--- config.mk ---
export PLATFORM = sky130hd
export DESIGN_NAME = serial_clock_divider_search_core
export DESIGN_NICKNAME = d
export VERILOG_FILES = /design/src/rtl/scds_pkg.sv /design/src/rtl/scds_div.sv /design/src/rtl/serial_clock_divider_search_core.sv
export SDC_FILE = /design/constraint.sdc
export NUM_CORES = 1
export LEC_CHECK = 0
export BUFFER_PORTS_ARGS = -buffer_cell sky130_fd_sc_hd__buf_4
export CAP_MARGIN = 0
export CORE_MARGIN = 3
export CORE_UTILIZATION = 55
export CTS_CLUSTER_SIZE = 28
export DETAILED_ROUTE_END_ITERATION = 8
export PLACE_DENSITY = 0.73
export REMOVE_ABC_BUFFERS = 1
export SYNTH_ARGS = -nofsm -noshare
export SYNTH_HDL_FRONTEND = slang
export SYNTH_SLANG_ARGS = --single-unit
--- constraint.sdc ---
create_clock -name clk -period 4.43 [get_ports clk]
set_clock_uncertainty 0.15 [all_clocks]
set_input_delay 0.6645 -clock clk [delete_from_list [all_inputs] [get_ports clk]]
set_output_delay 0.6645 -clock clk [all_outputs]
set_load 0.05 [all_outputs]
--- src/rtl/scds_pkg.sv ---
// Shared constants and types for the serial clock divider search.
// No dependencies; used by scds_div and serial_clock_divider_search_core.
package scds_pkg;

	localparam int unsigned MAX_DIVIDE = 254;
	localparam int unsigned MAX_RATE   = 256;
	localparam int unsigned LAST_EVEN  = MAX_DIVIDE & ~32'd1;

	localparam int DATA_W = 32;
	localparam int DVS_W  = DATA_W + 1;
	localparam int DIV_W  = $clog2(LAST_EVEN + 1);
	localparam int RATE_W = $clog2(MAX_RATE + 1);
	localparam int ACC_W  = $clog2((MAX_RATE + 1) * (LAST_EVEN + 2) + 1);
	localparam int CNT_W  = $clog2(DATA_W);

	// Division request toward the shared divider
	typedef struct packed {
		logic              start;
		logic [DATA_W-1:0] dividend;
		logic [DVS_W-1:0]  divisor;
	} div_req_t;

endpackage

--- src/rtl/scds_div.sv ---
// Restoring radix-2 divider, one quotient bit per cycle.
// Depends on scds_pkg for widths and the request struct.
module scds_div (
	input  logic                       clk,
	input  logic                       arst_n,
	input  scds_pkg::div_req_t         req,
	output logic                       done,
	output logic [scds_pkg::DATA_W-1:0] quotient
);

	logic [scds_pkg::DVS_W-1:0]  rem_q;
	logic [scds_pkg::DATA_W-1:0] quo_q;
	logic [scds_pkg::DVS_W-1:0]  dvs_q;
	logic [scds_pkg::CNT_W-1:0]  cnt_q;
	logic                        run_q;
	logic                        done_q;

	logic [scds_pkg::DVS_W:0] shifted;
	logic [scds_pkg::DVS_W:0] diff;
	logic                     ge;

	assign shifted = {rem_q, quo_q[scds_pkg::DATA_W-1]};
	assign ge      = shifted >= {1'b0, dvs_q};
	assign diff    = shifted - {1'b0, dvs_q};

	always_ff @(posedge clk or negedge arst_n) begin
		if (!arst_n) begin
			rem_q  <= '0;
			quo_q  <= '0;
			dvs_q  <= '0;
			cnt_q  <= '0;
			run_q  <= 1'b0;
			done_q <= 1'b0;
		end else begin
			done_q <= 1'b0;
			if (req.start) begin
				rem_q <= '0;
				quo_q <= req.dividend;
				dvs_q <= req.divisor;
				cnt_q <= '0;
				run_q <= 1'b1;
			end else if (run_q) begin
				// remainder stays below the divisor, so it fits DVS_W bits
				rem_q <= ge ? diff[scds_pkg::DVS_W-1:0] : shifted[scds_pkg::DVS_W-1:0];
				quo_q <= {quo_q[scds_pkg::DATA_W-2:0], ge};
				cnt_q <= cnt_q + 1'b1;
				if (cnt_q == scds_pkg::CNT_W'(scds_pkg::DATA_W - 1)) begin
					run_q  <= 1'b0;
					done_q <= 1'b1;
				end
			end
		end
	end

	assign done     = done_q;
	assign quotient = quo_q;

endmodule

--- src/rtl/serial_clock_divider_search_core.sv ---
// Top level of the serial clock divider search: sequencer around one divider.
// Depends on scds_pkg and scds_div.
//
//  channel   direction  handshake               payload
//  command   in         start, busy             target_freq
//  result    out        done (one-cycle strobe) prescale_divide, rate_minus_one,
//                                               achieved_freq, rate_saturated
//  config    in         cfg_valid, cfg_ready    cfg_data (source clock)
//
// One request runs five 32-step divisions on the shared divider plus a prescaler
// search of one compare per even prescaler tried.
// Reset clears the sequencer and loads the source clock register with 96000000.
// busy is high from the cycle after the accepted start up to the done strobe and
// is low again in the strobe cycle, so the next start can transfer at the edge
// that ends it; cfg_ready is the inverse of busy.
// The receiver takes the result in the strobe cycle and cannot stall it.
module serial_clock_divider_search_core (
	input  logic                        clk,
	input  logic                        arst_n,
	// command channel
	input  logic                        start,
	output logic                        busy,
	input  logic [scds_pkg::DATA_W-1:0] target_freq,
	// configuration channel
	input  logic                        cfg_valid,
	output logic                        cfg_ready,
	input  logic [scds_pkg::DATA_W-1:0] cfg_data,
	// result channel
	output logic                        done,
	output logic [7:0]                  prescale_divide,
	output logic [7:0]                  rate_minus_one,
	output logic [scds_pkg::DATA_W-1:0] achieved_freq,
	output logic                        rate_saturated
);

	typedef enum logic [2:0] {
		ST_IDLE,
		ST_DIV_QUOT,   // quot = source / target
		ST_SEARCH,     // smallest even prescaler with quot / d <= MAX_RATE
		ST_DIV_RATE,   // starting factor = quot / prescaler
		ST_DIV_SRC,    // per-prescaler rate = source / prescaler
		ST_DIV_LIM,    // smallest factor meeting the target
		ST_DIV_ACH     // achieved rate with the final factor
	} state_t;

	localparam logic [scds_pkg::ACC_W-1:0] ACC_STEP = scds_pkg::ACC_W'(2 * (scds_pkg::MAX_RATE + 1));

	state_t                         state_q;
	logic [scds_pkg::DATA_W-1:0]    src_q;
	logic [scds_pkg::DATA_W-1:0]    tgt_q;
	logic [scds_pkg::DATA_W-1:0]    quot_q;
	logic [scds_pkg::DATA_W-1:0]    sd_q;
	logic [scds_pkg::DIV_W-1:0]     div_q;
	logic [scds_pkg::ACC_W-1:0]     acc_q;
	logic [scds_pkg::RATE_W-1:0]    rate_q;
	logic                           dstart_q;
	logic                           done_q;
	logic [7:0]                     presc_q;
	logic [7:0]                     rmo_q;
	logic [scds_pkg::DATA_W-1:0]    ach_q;
	logic                           sat_q;

	scds_pkg::div_req_t             div_req;
	logic                           div_done;
	logic [scds_pkg::DATA_W-1:0]    div_quo;

	logic                           fits;
	logic [scds_pkg::RATE_W-1:0]    rate_clamped;
	logic [scds_pkg::RATE_W-1:0]    rate_limit;
	logic [scds_pkg::RATE_W-1:0]    rate_final;

	// Route operands to the divider by step; it samples them with the start pulse.
	always_comb begin
		div_req.start    = dstart_q;
		div_req.dividend = src_q;
		div_req.divisor  = {1'b0, tgt_q};
		unique case (state_q)
			ST_DIV_QUOT: begin
				div_req.dividend = src_q;
				div_req.divisor  = {1'b0, tgt_q};
			end
			ST_DIV_RATE: begin
				div_req.dividend = quot_q;
				div_req.divisor  = scds_pkg::DVS_W'(div_q);
			end
			ST_DIV_SRC: begin
				div_req.dividend = src_q;
				div_req.divisor  = scds_pkg::DVS_W'(div_q);
			end
			ST_DIV_LIM: begin
				// target + 1 may reach 2^32, hence the extra divisor bit
				div_req.dividend = sd_q;
				div_req.divisor  = {1'b0, tgt_q} + scds_pkg::DVS_W'(1);
			end
			ST_DIV_ACH: begin
				div_req.dividend = sd_q;
				div_req.divisor  = scds_pkg::DVS_W'(rate_q);
			end
			default: begin
				div_req.dividend = src_q;
				div_req.divisor  = {1'b0, tgt_q};
			end
		endcase
	end

	scds_div u_div (
		.clk      (clk),
		.arst_n   (arst_n),
		.req      (div_req),
		.done     (div_done),
		.quotient (div_quo)
	);

	// quot / d <= MAX_RATE is the same as quot < (MAX_RATE + 1) * d
	assign fits = quot_q < scds_pkg::DATA_W'(acc_q);

	// Starting factor: raise zero to one, clamp at MAX_RATE.
	always_comb begin
		if (div_quo == '0)
			rate_clamped = scds_pkg::RATE_W'(1);
		else if (div_quo > scds_pkg::DATA_W'(scds_pkg::MAX_RATE))
			rate_clamped = scds_pkg::RATE_W'(scds_pkg::MAX_RATE);
		else
			rate_clamped = scds_pkg::RATE_W'(div_quo);
	end

	// floor(sd / r) <= target first holds at r = floor(sd / (target + 1)) + 1;
	// the factor only ever grows from its start and stops at MAX_RATE.
	always_comb begin
		if (div_quo >= scds_pkg::DATA_W'(scds_pkg::MAX_RATE - 1))
			rate_limit = scds_pkg::RATE_W'(scds_pkg::MAX_RATE);
		else
			rate_limit = scds_pkg::RATE_W'(div_quo) + scds_pkg::RATE_W'(1);
		rate_final = (rate_limit > rate_q) ? rate_limit : rate_q;
	end

	always_ff @(posedge clk or negedge arst_n) begin
		if (!arst_n) begin
			state_q  <= ST_IDLE;
			src_q    <= scds_pkg::DATA_W'(96000000);
			tgt_q    <= '0;
			quot_q   <= '0;
			sd_q     <= '0;
			div_q    <= '0;
			acc_q    <= '0;
			rate_q   <= '0;
			dstart_q <= 1'b0;
			done_q   <= 1'b0;
			presc_q  <= '0;
			rmo_q    <= '0;
			ach_q    <= '0;
			sat_q    <= 1'b0;
		end else begin
			dstart_q <= 1'b0;
			done_q   <= 1'b0;
			if (cfg_valid && cfg_ready)
				src_q <= cfg_data;
			unique case (state_q)
				ST_IDLE: begin
					if (start) begin
						// treat a zero target as one
						tgt_q    <= (target_freq == '0) ? scds_pkg::DATA_W'(1) : target_freq;
						dstart_q <= 1'b1;
						state_q  <= ST_DIV_QUOT;
					end
				end
				ST_DIV_QUOT: begin
					if (div_done) begin
						quot_q  <= div_quo;
						div_q   <= scds_pkg::DIV_W'(2);
						acc_q   <= ACC_STEP;
						state_q <= ST_SEARCH;
					end
				end
				ST_SEARCH: begin
					// stop on a fit, or hold the last even prescaler when none fits
					if (fits || div_q == scds_pkg::DIV_W'(scds_pkg::LAST_EVEN)) begin
						dstart_q <= 1'b1;
						state_q  <= ST_DIV_RATE;
					end else begin
						div_q <= div_q + scds_pkg::DIV_W'(2);
						acc_q <= acc_q + ACC_STEP;
					end
				end
				ST_DIV_RATE: begin
					if (div_done) begin
						rate_q   <= rate_clamped;
						dstart_q <= 1'b1;
						state_q  <= ST_DIV_SRC;
					end
				end
				ST_DIV_SRC: begin
					if (div_done) begin
						sd_q     <= div_quo;
						dstart_q <= 1'b1;
						state_q  <= ST_DIV_LIM;
					end
				end
				ST_DIV_LIM: begin
					if (div_done) begin
						rate_q   <= rate_final;
						dstart_q <= 1'b1;
						state_q  <= ST_DIV_ACH;
					end
				end
				ST_DIV_ACH: begin
					if (div_done) begin
						presc_q <= 8'(div_q);
						rmo_q   <= 8'(rate_q - scds_pkg::RATE_W'(1));
						ach_q   <= div_quo;
						sat_q   <= div_quo > tgt_q;
						done_q  <= 1'b1;
						state_q <= ST_IDLE;
					end
				end
				default: begin
					state_q <= ST_IDLE;
				end
			endcase
		end
	end

	assign busy            = (state_q != ST_IDLE);
	assign cfg_ready       = ~busy;
	assign done            = done_q;
	assign prescale_divide = presc_q;
	assign rate_minus_one  = rmo_q;
	assign achieved_freq   = ach_q;
	assign rate_saturated  = sat_q;

endmodule

[Word level (Yosys, flattened, before mapping)]
Cells that the tools add are included.
Word-level totals
  output and inout port bits: 52
  logic and storage cells: 109
  input bits: 68
  bits in registers: 321
Cells by class
  equality and inequality tests: 17
  reduce and logical (&&, ||, !) cells: 17
  mux-type cells: 41
  order comparisons: 6
  bitwise operators: 1
  add/sub/neg operators: 7
Operators by type and width (number)
  65-bit case mux with 4 select lines: 1
  33-bit 2-to-1 mux: 3
  32-bit 2-to-1 mux: 3
  32-bit logical NOT: 2
  9-bit 2-to-1 mux: 6
  34-bit by 33-bit greater-or-equal comparator with 1-bit output: 1
  17-bit 2-to-1 mux: 2
  17-bit case mux with 2 select lines: 1
  32-bit by 1-bit adder with 33-bit output, second input constant: 1
  33-bit subtractor: 1
  32-bit by 8-bit greater-or-equal comparator with 1-bit output, second input constant: 1
  32-bit greater-than comparator: 1
  32-bit by 9-bit greater-than comparator with 1-bit output, second input constant: 1
  32-bit by 17-bit < comparator with 1-bit output: 1
  3-bit 2-to-1 mux: 7
  3-bit case mux with 7 select lines: 1
  9-bit case mux with 2 select lines: 1
  17-bit by 10-bit adder with 17-bit output, second input constant: 1
  8-bit 2-to-1 mux: 2
  8-bit case mux with 2 select lines: 1
  1-bit 2-to-1 mux: 10
  5-bit 2-to-1 mux: 2
  2-bit by 1-bit inequality test with 1-bit output, second input constant: 5
  9-bit by 1-bit adder with 9-bit output, second input constant: 1
  22 further kinds: 33

[Longest topological paths before layout]
Gate-level depths: netlist (run 1).
  depth in word-level cells: 6
  gate-level depth with buffers: 16
  depth with buffers taken out: 15

[Cells and area by module]
From an unflattened synthesis (run 1), not the netlist that was laid out.
Second synthesis, totals
  cells, all modules: 2099
  area total of the unflattened synthesis: 19133.4 µm²
By module, submodules not included
  serial_clock_divider_search_core: sequential area each 5342.6 µm², area each 12510.7 µm², cells an instance 1338, instances 1
  scds_div: sequential area each 2627.5 µm², area each 6622.6 µm², cells an instance 761, instances 1

[Worst setup path after synthesis (run 1)]
No wires, ideal clock.
  kind: flip-flop to flip-flop
  start point: register u_div.quo_q, in the netlist u_div.quotient[13]
  end point: register rate_q[0] (netlist name)
  path buffers: 1
  library setup time: 0.125 ns
  cell stages (with the launch flop): 16
  setup slack: 0.840 ns
  clock period less this slack: 3.590 ns
  arrival time: 3.315 ns
  data required time: 4.155 ns
  cells stage by stage: dfrtp_1 > nor4_1 > nand4_1 > or3_1 > nand2b_1 > clkbuf_1 > nand2b_1 > ha_1 > inv_1 > a21o_1 > a21oi_1 > o21ai_0 > a21o_1 > a21oi_1 > o21ai_1 > mux2_2
Between the ends
  cells in the longest elaborated chain, start to end: 5
  elaborated cells on any way between the ends: 13
  classes of those cells: order compare (3); eq/ne (1); mux (7); reduce/logical (2)
Ends and longest elaborated chain
  from (decl): RTL line scds_div.sv:12  | logic [scds_pkg::DATA_W-1:0] quo_q;
  from (signal assigned): RTL line scds_div.sv:38  | quo_q <= req.dividend;
  from (signal assigned): RTL line scds_div.sv:45  | quo_q <= {quo_q[scds_pkg::DATA_W-2:0], ge};
  32-bit by 8-bit greater-or-equal comparator with 1-bit output or 32-bit by 9-bit greater-than comparator with 1-bit output (tied branches): RTL line serial_clock_divider_search_core.sv:130, serial_clock_divider_search_core.sv:121
  9-bit 2-to-1 mux (on tied branches): RTL line serial_clock_divider_search_core.sv:130, serial_clock_divider_search_core.sv:121
  9-bit greater-than comparator (tied with other cells): RTL line serial_clock_divider_search_core.sv:134  | rate_final = (rate_limit > rate_q) ? rate_limit : rate_q;
  2-bit inequality test (no line) (tied with other cells)
  4-bit AND reduction (no line) or 9-bit case mux with 2 select lines (tied branches)
  to (signal assigned): RTL line serial_clock_divider_search_core.sv:187  | rate_q <= rate_clamped;
  to (signal assigned): RTL line serial_clock_divider_search_core.sv:201  | rate_q <= rate_final;
  to (decl): RTL line serial_clock_divider_search_core.sv:55  | logic [scds_pkg::RATE_W-1:0] rate_q;
Several ways; a longest one is shown, not always the timed one. The select of a mux whose other input is x is not followed.
A chain may end at the register's enable or synchronous reset.

[Final worst setup path (run 1)]
  start point: register u_div.quo_q, in the netlist u_div.quotient[29]
  end point: register rate_q[5] (netlist name)
The elaborated chain is that of the path after synthesis.

==> results of run 1 <==
metrics by stage:
stage	setup WS, ns	cell area, µm²	util, %	power (W)	hold WS, ns
floorplan	-0.556	18200	-	0.0102	0.219
global route	0.0522	21100	64.0	0.0166	0.113
global placement	0.483	19900	60.3	0.0121	0.310
finish	0.310	21100	64.0	0.0155	0.0515
detailed placement	0.379	19900	60.3	0.0124	0.316
CTS	0.334	21100	64.0	0.0154	0.0918
layout make-up:
cell class	count	area (µm²)	share of cell area [%]
multi-input combinational	1483	9800	46.4
sequential	318	7980	37.8
timing repair buffer	147	1160	5.49
clock buffer	54	1090	5.16
tap	442	553	2.62
inverter	116	435	2.06
clock inverter	11	113	0.533
critical path: cells and delay by family (launching register included):
family                   cells  cell delay (ns)
flip-flops                   1             0.45
multiplexers                 1             0.13
buffers and inverters        1             0.21
adder cells (fa/ha/maj)      1             0.25
AO/OA/AOI/OAI                7             1.03
AND/OR/NAND/NOR              5             1.75
synthesized netlist by cell type (all sizes together), types with 26 or more instances:
| cell | n | share of area [%] |
|---|---|---|
| mux2i | 39 | 2.1 |
| nand3 | 37 | 0.99 |
| nand2 | 332 | 6.7 |
| o22ai | 32 | 1.1 |
| xnor2 | 50 | 2.3 |
| inv | 116 | 2.3 |
| ha | 98 | 6.6 |
| a31oi | 28 | 0.94 |
| mux2 | 101 | 6.1 |
| nor3 | 36 | 0.96 |
| dfrtp | 308 | 41 |
| nand4 | 37 | 1.2 |
| buf | 26 | 0.79 |
| nor2 | 128 | 2.6 |
| a22oi | 34 | 1.4 |
| a21o | 34 | 1.4 |
| a21oi | 68 | 1.8 |
| o21ai | 96 | 2.6 |
| a211oi | 68 | 2.7 |
| clkbuf | 101 | 2.0 |
| nor2b | 37 | 1.2 |
per-layer routing:
| metal | global-route usage [%] | routed length [µm] | up-vias |
|---|---|---|---|
| li1 | - | - | 7411 |
| met1 | 38.7 | 22300 | 7720 |
| met2 | 45.0 | 23600 | 605 |
| met3 | 4.89 | 3750 | 131 |
| met4 | 10.3 | 1790 | 0 |
| met5 | 0 | 0 | - |
cells by family (layout without fill, tap and decap cells):
family | after synthesis | count (layout)
AND/OR/NAND/NOR | 695 | 695
AO/OA/AOI/OAI | 485 | 485
flip-flops | 318 | 318
buffers and inverters | 243 | 328
multiplexers | 140 | 140
adder cells (fa/ha/maj) | 99 | 99
XOR/XNOR | 63 | 63
other | 1 | 1
power by group through the flow:
stage | registers, W | clock network [W] | logic, W
after detailed placement | 0.00490 | 0 | 0.00747
after floorplan | 0.00467 | 0 | 0.00551
after CTS | 0.00487 | 0.00306 | 0.00751
after global placement | 0.00485 | 0 | 0.00729
final | 0.00491 | 0.00301 | 0.00760
after global routing | 0.00503 | 0.00318 | 0.00841
sequential cells by signal, indices dropped and copies added (netlist names), 3 cells and up:
signal / cells
u_div.quotient: 32
prescale_divide: 7
rate_minus_one: 8
sd_q: 32
u_div.dvs_q: 33
src_q: 32
u_div.rem_q: 33
acc_q: 16
quot_q: 32
achieved_freq: 32
rate_q: 9
state_q: 3
tgt_q: 32
u_div.cnt_q: 5
div_q: 7
worst paths after layout:
kind,cells past startpoint,endpoint,slack (ns),start
worst max-delay path,15,rate_q[5],0.31,u_div.quotient[29]
worst min-delay path,1,u_div.rem_q[12],0.05,arst_n
worst max register to register,15,rate_q[5],0.31,u_div.quotient[29]
worst min register to register,2,achieved_freq[2],0.32,achieved_freq[2]
max in group asynchronous,2,u_div.rem_q[24],3.10,arst_n
min in group clk,3,tgt_q[24],0.19,target_freq[24]
==> summary.md, run 1 <==
| Metric | Value |
|---|---|
| Maximum VDD drop | `0.419 mV` |
| Core footprint | `0.0330 mm²` |
| Setup TNS | `0 ns` |
| Share of cells above drive strength 1 | `16.1%` |
| Total CTS buffers | `37` |
| Io pins | `120` |
| Total track usage | `28.1%` |
| Post-DP HPWL | `35600 µm` |
| Pleak | `9.90 nW` |
| Non-Filler Instances | `2571` |
| Final Wtd Congestion | `0.929` |
| Clock power share | `19.4%` |
| Final Setup Violations | `0` |
| Initial antenna violation count | `0` |
| CTS Buffer Depth | `3` |
| Antenna-violating nets left | `0` |
| P_sw | `0.00670 W` |
| Warnings, synthesis | `0` |
| Sequential area share after synthesis | `42.6%` |
| # H-tree levels | `2` |
| Simple-gate area share of the yosys netlist | `16.8%` |
| Vias post-DR | `15900` |
| Drt total wl | `51500 µm` |
| Synth Area in Adders | `6.66%` |
| Combinational power share | `49.0%` |
| Most common cell on crit path | `a21o_1` |
| Vias per inst | `6.17` |
| Synth unique cells | `77` |
| Commonest non-fill, non-tap cell in the layout | `nand2_1` |
| Post-CTS Setup Repair Bufs | `0` |
| Xor/xnor share of the synthesized area | `2.95%` |
| Chip Width | `190 µm` |
| Fraction of registers with async set/reset | `100%` |
| Synthesized instance count | `2044` |
| Port Buf Inserts | `118` |
| Yosys reg bits | `318` |
| Crit-path max FO | `8` |
| Hold Vio Cnt, Final | `0` |
| Row count | `66` |
| Worst EP required | `4.67 ns` |
| Reg clk slew, reported paths | `0.06 ns` |
| Mean post-synth cell area | `9.15 µm²` |
| Gr ovfl total | `0` |
| Initial DRC Count | `1283` |
| Placed Cells incl. Taps | `2506` |
| Drt wl/cell | `20.0 µm` |
| Headroom to the max-slew limit | `23.5%` |
| Worst-path cell chain | `nor4_1 > nand4_1 > or3_1 > nand2b_1 > nor2_1 > ha_1 > a21o_1 > a21o_1 > a21oi_1 > o21ai_0 > a21o_1 > a21oi_1 > o21ai_1 > buf_4 > mux2i_1` |
| WP data arrival | `4.36 ns` |
| Compound-Gate Fraction of Synth Area | `17.7%` |
| Clk sink count | `318` |
| Sw frac | `43.2%` |
| Post-CTS sizing | `0` |
| Fillers | `2736` |
| Clock Latency Late Sink | `0.54 ns` |
| Clock period minus worst slack | `4.12 ns` |
| Post-Syn Area | `0.0187 mm²` |
| Multiplexer share of the synthesized area | `8.17%` |
| Slowest stage cell, crit path | `nor4_1` |
| Initial core utilization | `56.6%` |
| Crit end category | `flop` |
| Pint | `0.00882 W` |
| Fin crit share | `93.0%` |
| Nets@finish | `2270` |
| CTS Root Cell | `clkbuf_16` |
| Worst setup SP type | `flop` |
| Die Ht | `190 µm` |
| Drt pass-1 iters | `6` |
| Max-Cap Viols | `0` |
| # DRC | `0` |
| Sequential Power Share | `31.7%` |
| CTS tree | `built` |
| Power density over the cells | `734 mW/mm²` |
| Inserted Diodes | `0` |
| Final slew viol count | `0` |
| Main combinational cell family by area after synthesis | `compound AO/OA/AOI/OAI gates` |
| Outcome | `complete, no violations` |
| CP Class | `reg2reg` |
| Fmax | `0.243 GHz` |
| CTS Hold Bufs | `0` |
| Critical path's largest stage delay | `0.53 ns` |
| Vias in the first global route | `15700` |
| Largest net degree at the start of global routing | `111` |
| First-pass GRT wire length | `82300 µm` |
| Main synth FF type | `dfrtp_1` |
| Hold WC Path Type | `in2async` |
| RSZ-0062 raised after global routing | `no` |
| Most frequent cells in the layout | `332 x nand2_1, 304 x dfrtp_1, 142 x buf_4` |
| Synthesis-to-finish area growth | `13.0%` |
| Worst Max-Slew Pin Slew | `1.14 ns` |
| Full die area | `0.0362 mm²` |
| Post-synth EDFFs | `0` |
Power figures use the tool's default switching activity.
==> run 2, diff against run 1 <==
==> constraint.sdc (replaced) <==
create_clock -name clk -period 4.43 [get_ports clk]
set_clock_uncertainty 0.15 [all_clocks]
set_input_delay 1.329 -clock clk [delete_from_list [all_inputs] [get_ports clk]]
set_output_delay 1.329 -clock clk [all_outputs]
set_load 0.05 [all_outputs]
==> summary.md, run 2 (same netlist as run 1, synthesis figures left out) <==
| Metric | Value |
|---|---|
| Outcome | `complete, no violations` |
| Drt wl/cell | `19.9 µm` |
| Crit end category | `flop` |
| Placed Cells incl. Taps | `2508` |
| Chip Width | `190 µm` |
| Core footprint | `0.0330 mm²` |
| Reg area | `0.00798 mm²` |
| Regs by FF count | `u_div.dvs_q: 33 flops, u_div.rem_q: 33 flops` |
| Post-CTS Setup Repair Bufs | `0` |
| Initial core utilization | `56.6%` |
| CP Class | `reg2reg` |
| CTS Hold Bufs | `0` |
| RSZ-0062 raised after global routing | `no` |
| Initial antenna violation count | `0` |
| Largest net degree at the start of global routing | `80` |
| Final slew viol count | `0` |
| Port Buf Inserts | `118` |
| Worst-path cell chain | `nor4_1 > nand4_1 > or3_1 > nand2b_1 > nor2_1 > ha_1 > a21o_1 > a21o_1 > a21oi_1 > o21ai_0 > a21o_1 > a21oi_1 > o21ai_1 > buf_4 > mux2i_1` |
| Clock Latency Late Sink | `0.53 ns` |
| Antenna-violating nets left | `0` |
| Initial DRC Count | `1293` |
| WP data arrival | `4.21 ns` |
| Hold Vio Cnt, Final | `0` |
| Hold Crit Depth | `2` |
| # DRC | `0` |
| Most common cell on crit path | `a21o_1` |
| Non-Filler Instances | `2573` |
| Gr ovfl total | `0` |
| Levels on crit path | `15` |
| Multi-input logic area | `0.00980 mm²` |
| Worst setup SP type | `flop` |
| CP top delay family | `simple AND/OR/NAND/NOR gates` |
| Commonest non-fill, non-tap cell in the layout | `nand2_1` |
| Headroom to the max-slew limit | `27.3%` |
| Pleak | `9.93 nW` |
| R2R cell count | `15` |
| Worst Max-Slew Pin Slew | `1.09 ns` |
| Total track usage | `28.4%` |
| Fmax | `0.251 GHz` |
| Post-CTS sizing | `0` |
| Drt total wl | `51100 µm` |
| CP bufs+invs | `1` |
| Most frequent cells in the layout | `332 x nand2_1, 304 x dfrtp_1, 144 x buf_4` |
| Fillers | `2778` |
| Inserted Diodes | `0` |
| Power density over the cells | `735 mW/mm²` |
| Final Setup Violations | `0` |
| Full die area | `0.0362 mm²` |
| Final Wtd Congestion | `0.921` |
| Total CTS buffers | `36` |
| Vias post-DR | `15800` |
| Die Ht | `190 µm` |
| Vias in the first global route | `15600` |
| CTS Root Cell | `clkbuf_16` |
| Drt pass-1 iters | `5` |
| Nets@finish | `2271` |
| Fin crit share | `90.0%` |
| Io pins | `120` |
| Clk sink count | `318` |
| Slowest stage cell, crit path | `or3_1` |
| First-pass GRT wire length | `83400 µm` |
| Crit-path max FO | `8` |
| Post-DP HPWL | `35600 µm` |
| # H-tree levels | `2` |
| Synthesis-to-finish area growth | `13.2%` |
| Row count | `66` |
| Pwr Total | `0.0156 W` |
| Max-Cap Viols | `0` |
| Reg clk slew, reported paths | `0.06 ns` |
| Maximum VDD drop | `0.374 mV` |
| CTS Buffer Depth | `3` |
| Hold WC Path Type | `reg2reg` |
| Share of cells above drive strength 1 | `16.1%` |
| CTS tree | `built` |
| Worst EP required | `4.66 ns` |
| Clock period minus worst slack | `3.99 ns` |
| Vias per inst | `6.12` |
| Critical path's largest stage delay | `0.51 ns` |
-- run 2: cell count changes in the layout (fill, tap and decap cells not counted) --
cell        change
clkinv_8        -2
inv_6           +1
clkinvlp_4      -1
clkinv_4        -1
bufinv_16       +2
buf_4           +2
clkinv_2        +2
clkbuf_8        -1
-- run 2: worst paths after layout --
check / endpoint / slack [ns] / start
worst min register to register: achieved_freq[4] / 0.32 / achieved_freq[4]
max in group asynchronous: src_q[24] / 2.57 / arst_n
worst max-delay path: rate_q[2] / 0.44 / u_div.quotient[29]
worst max register to register: rate_q[2] / 0.44 / u_div.quotient[29]
worst min-delay path: achieved_freq[4] / 0.32 / achieved_freq[4]
min in group asynchronous: prescale_divide[1] / 0.64 / arst_n
-- run 2: worst min-delay path, cell delays in order, from the launching register on --
cell     delay, ns
dfrtp_1       0.34
nand2_1       0.05
nand2_1       0.05
-- run 2: layout make-up --
cell class,count,share of cell area [%]
Timing Repair Buffer,149,5.56
Clock inverter,12,0.674
Clock buffer,53,5.08
Multi-Input combinational cell,1483,46.3
Sequential cell,318,37.7
Inverter,116,2.06
Tap cell,442,2.61
-- run 2: routing by layer --
metal | vias to the layer above | global-route usage (%) | share of wire, %
li1 | 7422 | - | -
met1 | 7656 | 40.1 | 44
met2 | 564 | 45.1 | 46
met3 | 112 | 3.75 | 6.2
met4 | 0 | 10.2 | 3.2
met5 | - | 0 | 0
-- run 2: where the power goes --
part,internal [W],switching (W)
Combinational,0.00325,0.00436
Clock,0.00186,0.00121
Sequential,0.00381,0.00108
Total,0.00892,0.00665
-- run 2: through the flow --
step                      TNS (ns)  hold WS (ns)  utilization, %  setup WS, ns  cell area, µm²
after floorplan             -17.57         0.298               -        -0.556           18200
after global placement           0         0.312            60.4         0.495           19900
after detailed placement         0         0.316            60.4         0.454           19900
after CTS                        0         0.330            64.1         0.433           21200
after global routing             0         0.347            64.1         0.165           21200
final                            0         0.325            64.1         0.444           21200
